[config.mk]
export PLATFORM = sky130hd
export DESIGN_NAME = obt2d_mac
export DESIGN_NICKNAME = d
export VERILOG_FILES = /design/src/rtl/core/obt2d_pkg.sv /design/src/rtl/core/obt2d_mac.sv
export SDC_FILE = /design/constraint.sdc
export NUM_CORES = 2
export LEC_CHECK = 0
export BUFFER_PORTS_ARGS = -buffer_cell sky130_fd_sc_hd__buf_2
export CORE_MARGIN = 4
export CORE_UTILIZATION = 60
export CTS_BUF_LIST = sky130_fd_sc_hd__clkbuf_8
export DETAILED_ROUTE_END_ITERATION = 6
export PLACE_DENSITY = 0.85
export SETUP_SLACK_MARGIN = 0.02
export SYNTH_ARGS = -nofsm -noshare
export SYNTH_HDL_FRONTEND = slang
export SYNTH_SLANG_ARGS = --single-unit
[constraint.sdc]
create_clock -name clk -period 8.3 [get_ports clk]
set_clock_uncertainty 0.2 [all_clocks]
set_input_delay 1.66 -clock clk [delete_from_list [all_inputs] [get_ports clk]]
set_output_delay 1.66 -clock clk [all_outputs]
set_load 0.02 [all_outputs]
[src/rtl/core/obt2d_pkg.sv]
package obt2d_pkg;

	localparam int MAX_CANDIDATES_DEF = 1024;

	localparam int COORD_W = 32;
	localparam int OPND_W  = 33;
	localparam int PROD_W  = 2 * OPND_W;
	localparam int BIAS_W  = 48;
	localparam int ACC_W   = 67;
	localparam int THR_W   = 31;
	localparam int SQ_W    = 63;
	localparam int DIV_W   = 48;
	localparam int QUO_W   = 17;
	localparam int NRM_W   = 18;
	localparam int KCNT_W  = 11;
	localparam int KCNT_MAX = 2047;
	localparam int NUM_TESTS = 12;

	localparam logic [1:0] ACT_LOAD_N = 2'd0;
	localparam logic [1:0] ACT_LOAD_M = 2'd1;
	localparam logic [1:0] ACT_TEST   = 2'd2;

	typedef struct packed {
		logic signed [COORD_W-1:0] sx;
		logic signed [COORD_W-1:0] sy;
		logic signed [COORD_W-1:0] ex;
		logic signed [COORD_W-1:0] ey;
		logic signed [COORD_W-1:0] nx;
		logic signed [COORD_W-1:0] ny;
		logic signed [COORD_W-1:0] w;
	} surf_t;

	typedef struct packed {
		logic signed [COORD_W-1:0] nx;
		logic signed [COORD_W-1:0] ny;
		logic signed [COORD_W-1:0] w;
	} line_t;

	typedef struct packed {
		logic                     vld;
		logic                     clr;
		logic signed [OPND_W-1:0] a;
		logic signed [OPND_W-1:0] b;
		logic signed [BIAS_W-1:0] bias;
	} mac_op_t;

endpackage

[src/rtl/core/obt2d_mac.sv]
module obt2d_mac (
	input  logic                                 clk,
	input  logic                                 arst_n,
	input  obt2d_pkg::mac_op_t                   op,
	output logic signed [obt2d_pkg::ACC_W-1:0]   acc
);
	import obt2d_pkg::*;

	logic                     vld_s1;
	logic                     clr_s1;
	logic signed [PROD_W-1:0] prod_s1;
	logic signed [BIAS_W-1:0] bias_s1;
	logic signed [ACC_W-1:0]  acc_q;

	always_ff @(posedge clk or negedge arst_n) begin
		if (!arst_n) begin
			vld_s1 <= 1'b0;
		end else begin
			vld_s1 <= op.vld;
		end
	end

	// product registered first, accumulated into acc_q in the next cycle
	always_ff @(posedge clk) begin
		prod_s1 <= $signed(op.a) * $signed(op.b);
		clr_s1  <= op.clr;
		bias_s1 <= op.bias;
		if (vld_s1) begin
			acc_q <= (clr_s1 ? ACC_W'(bias_s1) : acc_q) + ACC_W'(prod_s1);
		end
	end

	assign acc = acc_q;

endmodule

After elaboration in Yosys (flattened, before gate mapping) --
Index checks and enable logic that the tools add are counted.
Word-level totals: input bits 118, latch bits 0, register bits after elaboration 183, RAM bits 0, logic and storage cells 8, memories 0, memory bits (read-only) 0, output and inout port bits 67
Cells by class: eq/ne operators 0, bitwise logic cells 0, mux-type cells 1, shift operators 0, add/subtract/negate cells 1, reduce and logical (&&, ||, !) cells 0, div/mod/pow operators 0, $mul 1, $lt $le $gt $ge 0
Operators by type and width (number):
- adder 67 x 66 -> 67 bit | 1
- two-way mux 67 bit | 1
- multiplier 33 x 33 -> 66 bit | 1

Logic depth before layout (Yosys ltp) --
word-level depth 2, depth in mapped cells 29, depth with buffers taken out 27

Least setup slack after synthesis --
Ideal clock, no wire load.
path type input-to-reg, from input port op[48] (netlist name), to register prod_s1[64], stages 25, data arrival time 8.672 ns, path slack -0.699 ns, library setup time 0.127 ns, path buffers 2, data required time 7.973 ns, cells stage by stage clkbuf_1 -> and2_1 -> fa_1 -> fa_1 -> fa_1 -> fa_1 -> inv_1 -> fa_1 -> inv_1 -> fa_1 -> inv_1 -> fa_1 -> fa_1 -> inv_1 -> ha_1 -> clkbuf_1 -> a21o_1 -> a21o_1 -> a21o_1 -> a21o_1 -> a21o_1 -> a21oi_1 -> o21ai_0 -> o21ai_0 -> nand3_1
Between the ends: longest elaborated chain between the ends 1
Ends and longest elaborated chain:
- from (decl) | RTL line obt2d_mac.sv:4 | input obt2d_pkg::mac_op_t op,
- multiplier 33 x 33 -> 66 bit | RTL line obt2d_mac.sv:25 | prod_s1 <= $signed(op.a) * $signed(op.b);
- to (signal assigned) | RTL line obt2d_mac.sv:25
- to (decl) | RTL line obt2d_mac.sv:11 | logic signed [PROD_W-1:0] prod_s1;
No other way between the ends. A chain may end at the register's enable or synchronous reset.

Worst setup path after layout --
from input port op[102] (netlist name), to register prod_s1[64]
Same word-level chain as after synthesis.

==> flow_summary.yaml <==
synth:
  ys_types: 75
  ys_seq_elements: 183
  async_flop_share_pct: 0.5464
  syn_inst: 5061
  yosysWarnings: 0
  synth_fp_nets: 6608
  synth_area_um2: 47750
  synthFlopType: "dfxtp_1"
  synth-edff-count: 67
  yosysSeqAreaShare_pct: 9.087
  syn_avg_cell_area_um2: 9.435
cts:
  insertion_delay_ps: 470
  cts_tree: "done"
  cts_max_path_buffers: 2
  clock-root-buffer: "clkbuf_8"
  clock-sinks: 183
  htree_num_levels: 4
  cts_hold_buf: 0
  clk_pin_slew_ps: 120
  numCtsBuffers: 17
critical_path:
  critPathKind: "in -> reg"
  crit_buf_inv: 7
  endpoint: "prod_s1[64]"
  r2r_end: "acc[63]"
  critical_path_depth: 27
  rr_startpoint: "clr_s1"
  r2r_cells: 12
  cpLargestDelayFamily: "adder cells"
  worstPathRequired_ps: 8520
  crit_path_start_kind: "input port"
  crit_arrival_ps: 8900
  critPathMaxFanout: 7
  worst_path_max_delay_cell: "fa_2"
  slowest_delay_ps: 580
  worstSetupEndpointType: "flip-flop"
  crit_start: "op[102]"
  worst-r2r-setup-slack_ps: 3290
  cpMostUsedCell: "fa_1"
sta:
  setup_viol: 22
  tns_ps: -4332
  fin_crit_ps: 8681
  tightestPinTransition_ps: 1047
  finalCritPeriodShare_pct: 104.6
  setup_ws_ps: -381.2
  relSlewSlack_pct: 30.17
  max_freq_mhz: 115.2
  hold_viol_final: 0
  final_max_slew_viol_count: 0
  rsz0062_at_grt: "true"
detailed_routing:
  drt-wirelength-per-cell_um: 20.89
  first_iter_violations: 2956
  firstDrtPassIters: 6
  totalWireLength_um: 136900
  avgViaCountPerCell: 5.664
  drc: 0
  ant_nets: 0
  vias: 37120
cells_and_area:
  fill_cells: 5378
  drive_above_1_share_pct: 18.32
  most-common-layout-cells: "1137 x inv_1, 1100 x fa_1, 609 x nand2_1, 498 x and2_1, 403 x buf_4"
  register_area_um2: 4342
  layout_commonest_cell: "inv_1"
  nNetsFinal: 7036
  area_delta_synth_final_pct: 15.59
  multi_input_area_um2: 39060
grt:
  grt_use_met2_pct: 55.99
  first_global_vias: 41760
  use_met3_pct: 7.164
  grt_use_met1_pct: 38.32
  grt_max_degree: 68
  top_usage_layer: "met2"
  antenna_found_initial: 1
  grt_overflow: 0
  grt_pass1_wl_um: 216900
  grt.total_usage_pct: 32.23
floorplanning:
  fp.dieH_um: 290.1
  ios: 185
  die_area_um2: 84160
  coreArea_um2: 78870
  rows: 103
  die_w_um: 290.1
  start_util_pct: 60.54
place:
  gp_congestion: 0.9709
  dp_hpwl_um: 113100
  portBuffers: 184
hold_path:
  hp-start: "prod_s1[0]"
  holdCritPathClass: "reg -> reg"
job:
  max_cap_violations: 0
status:
  violations: "negative setup slack"
  status: "complete, but fails checks"
stage by stage:
| step | hold slack (ps) | instance area, um^2 | utilization [%] | cells | setup slack, ps |
|---|---|---|---|---|---|
| after floorplan | 308.3 | 48160 | - | 5061 | -420.5 |
| after global placement | 322.2 | 52720 | 66.84 | 6456 | -907.6 |
| after detailed placement | 340.8 | 52720 | 66.84 | 6456 | -1063 |
| after CTS | 367.6 | 53820 | 68.24 | 6513 | -371.9 |
| after global routing | 393.7 | 55190 | 69.98 | 6553 | -563.7 |
| final | 372.7 | 55190 | 69.98 | 6553 | -381.2 |
routing by layer:
layer  wire [um]  share of wire (%)
met2       68340                 50
met4        8136                5.9
met3       12500                9.1
met5           0                  0
met1       47900                 35
sequential cells by signal, indices dropped and copies added, names as in the netlist:
register / flops
acc: 67
prod_s1: 66
bias_s1: 48
clr_s1: 1
vld_s1: 1
repair_timing:
action | CTS | global route
resized for setup | 104 | 299
setup buffers | 24 | 35
pin swaps | 59 | 146
gates cloned | 2 | 7
endpoints found under the setup margin | 28 | 35
area by class of cell:
type | instances | share of cell area, %
multi-input combinational | 3432 | 70.76
tap | 1050 | 2.380
timing repair buffer | 669 | 10.16
antenna | 1 | 0.004534
sequential | 183 | 7.867
clock inverter | 15 | 0.3264
inverter | 1186 | 8.080
clock buffer | 17 | 0.4239
worst reg2reg max path: cells and delay by family (launching register included):
family	cells	cell delay [ps]
flops	1	1020
mux	1	440
xor+xnor	1	160
simple gates	4	870
compound gates	5	1650
fa+ha+maj	1	450
cell usage after synthesis, drive strengths merged (8+ instances only):
cell / count / share of area [%]
o211ai: 8 / 0.14
mux2: 46 / 1.1
a21o: 79 / 1.2
dfxtp: 115 / 4.8
o21bai: 20 / 0.31
a31oi: 19 / 0.26
o21ai: 84 / 0.89
and3: 13 / 0.18
nand2: 615 / 4.8
and2: 536 / 7.0
nand4: 29 / 0.38
nand3: 24 / 0.25
nor2: 97 / 0.76
ha: 283 / 7.4
a211oi: 11 / 0.18
edfxtp: 67 / 4.2
xnor2: 97 / 1.8
xor2: 42 / 0.77
nor2b: 18 / 0.24
nor3: 16 / 0.17
inv: 1186 / 9.3
buf: 23 / 0.24
clkbuf: 237 / 1.9
fa: 1146 / 48
o21a: 12 / 0.19
nand2b: 13 / 0.17
a21oi: 127 / 1.3
worst min-delay path by stage:
| stage | endpoint | slack, ps | depth (start not counted) |
|---|---|---|---|
| after floorplan | acc[0] | 310 | 1 |
| after global placement | acc[0] | 320 | 1 |
| after detailed placement | acc[0] | 340 | 1 |
| after CTS | acc[0] | 370 | 1 |
| after global routing | acc[0] | 390 | 1 |
| final | acc[0] | 370 | 1 |
cell families (layout without fill, tap and decap cells):
kind of cell | Yosys count | in the layout | share of synthesized area (%)
AOI/OAI and AO/OA | 427 | 427 | 5.870
adders and majority gates | 1429 | 1429 | 55.46
and+or+nand+nor | 1389 | 1389 | 14.47
muxes | 48 | 48 | 1.127
other | 0 | 1 | 0
xor gates and xnor gates | 139 | 139 | 2.550
DFF | 183 | 183 | 9.087
buffers and inverters | 1446 | 1887 | 11.43
Power is left out: the tool's default activity adds up to more than one toggle a clock period on the data nets, which glitch-free logic cannot reach.
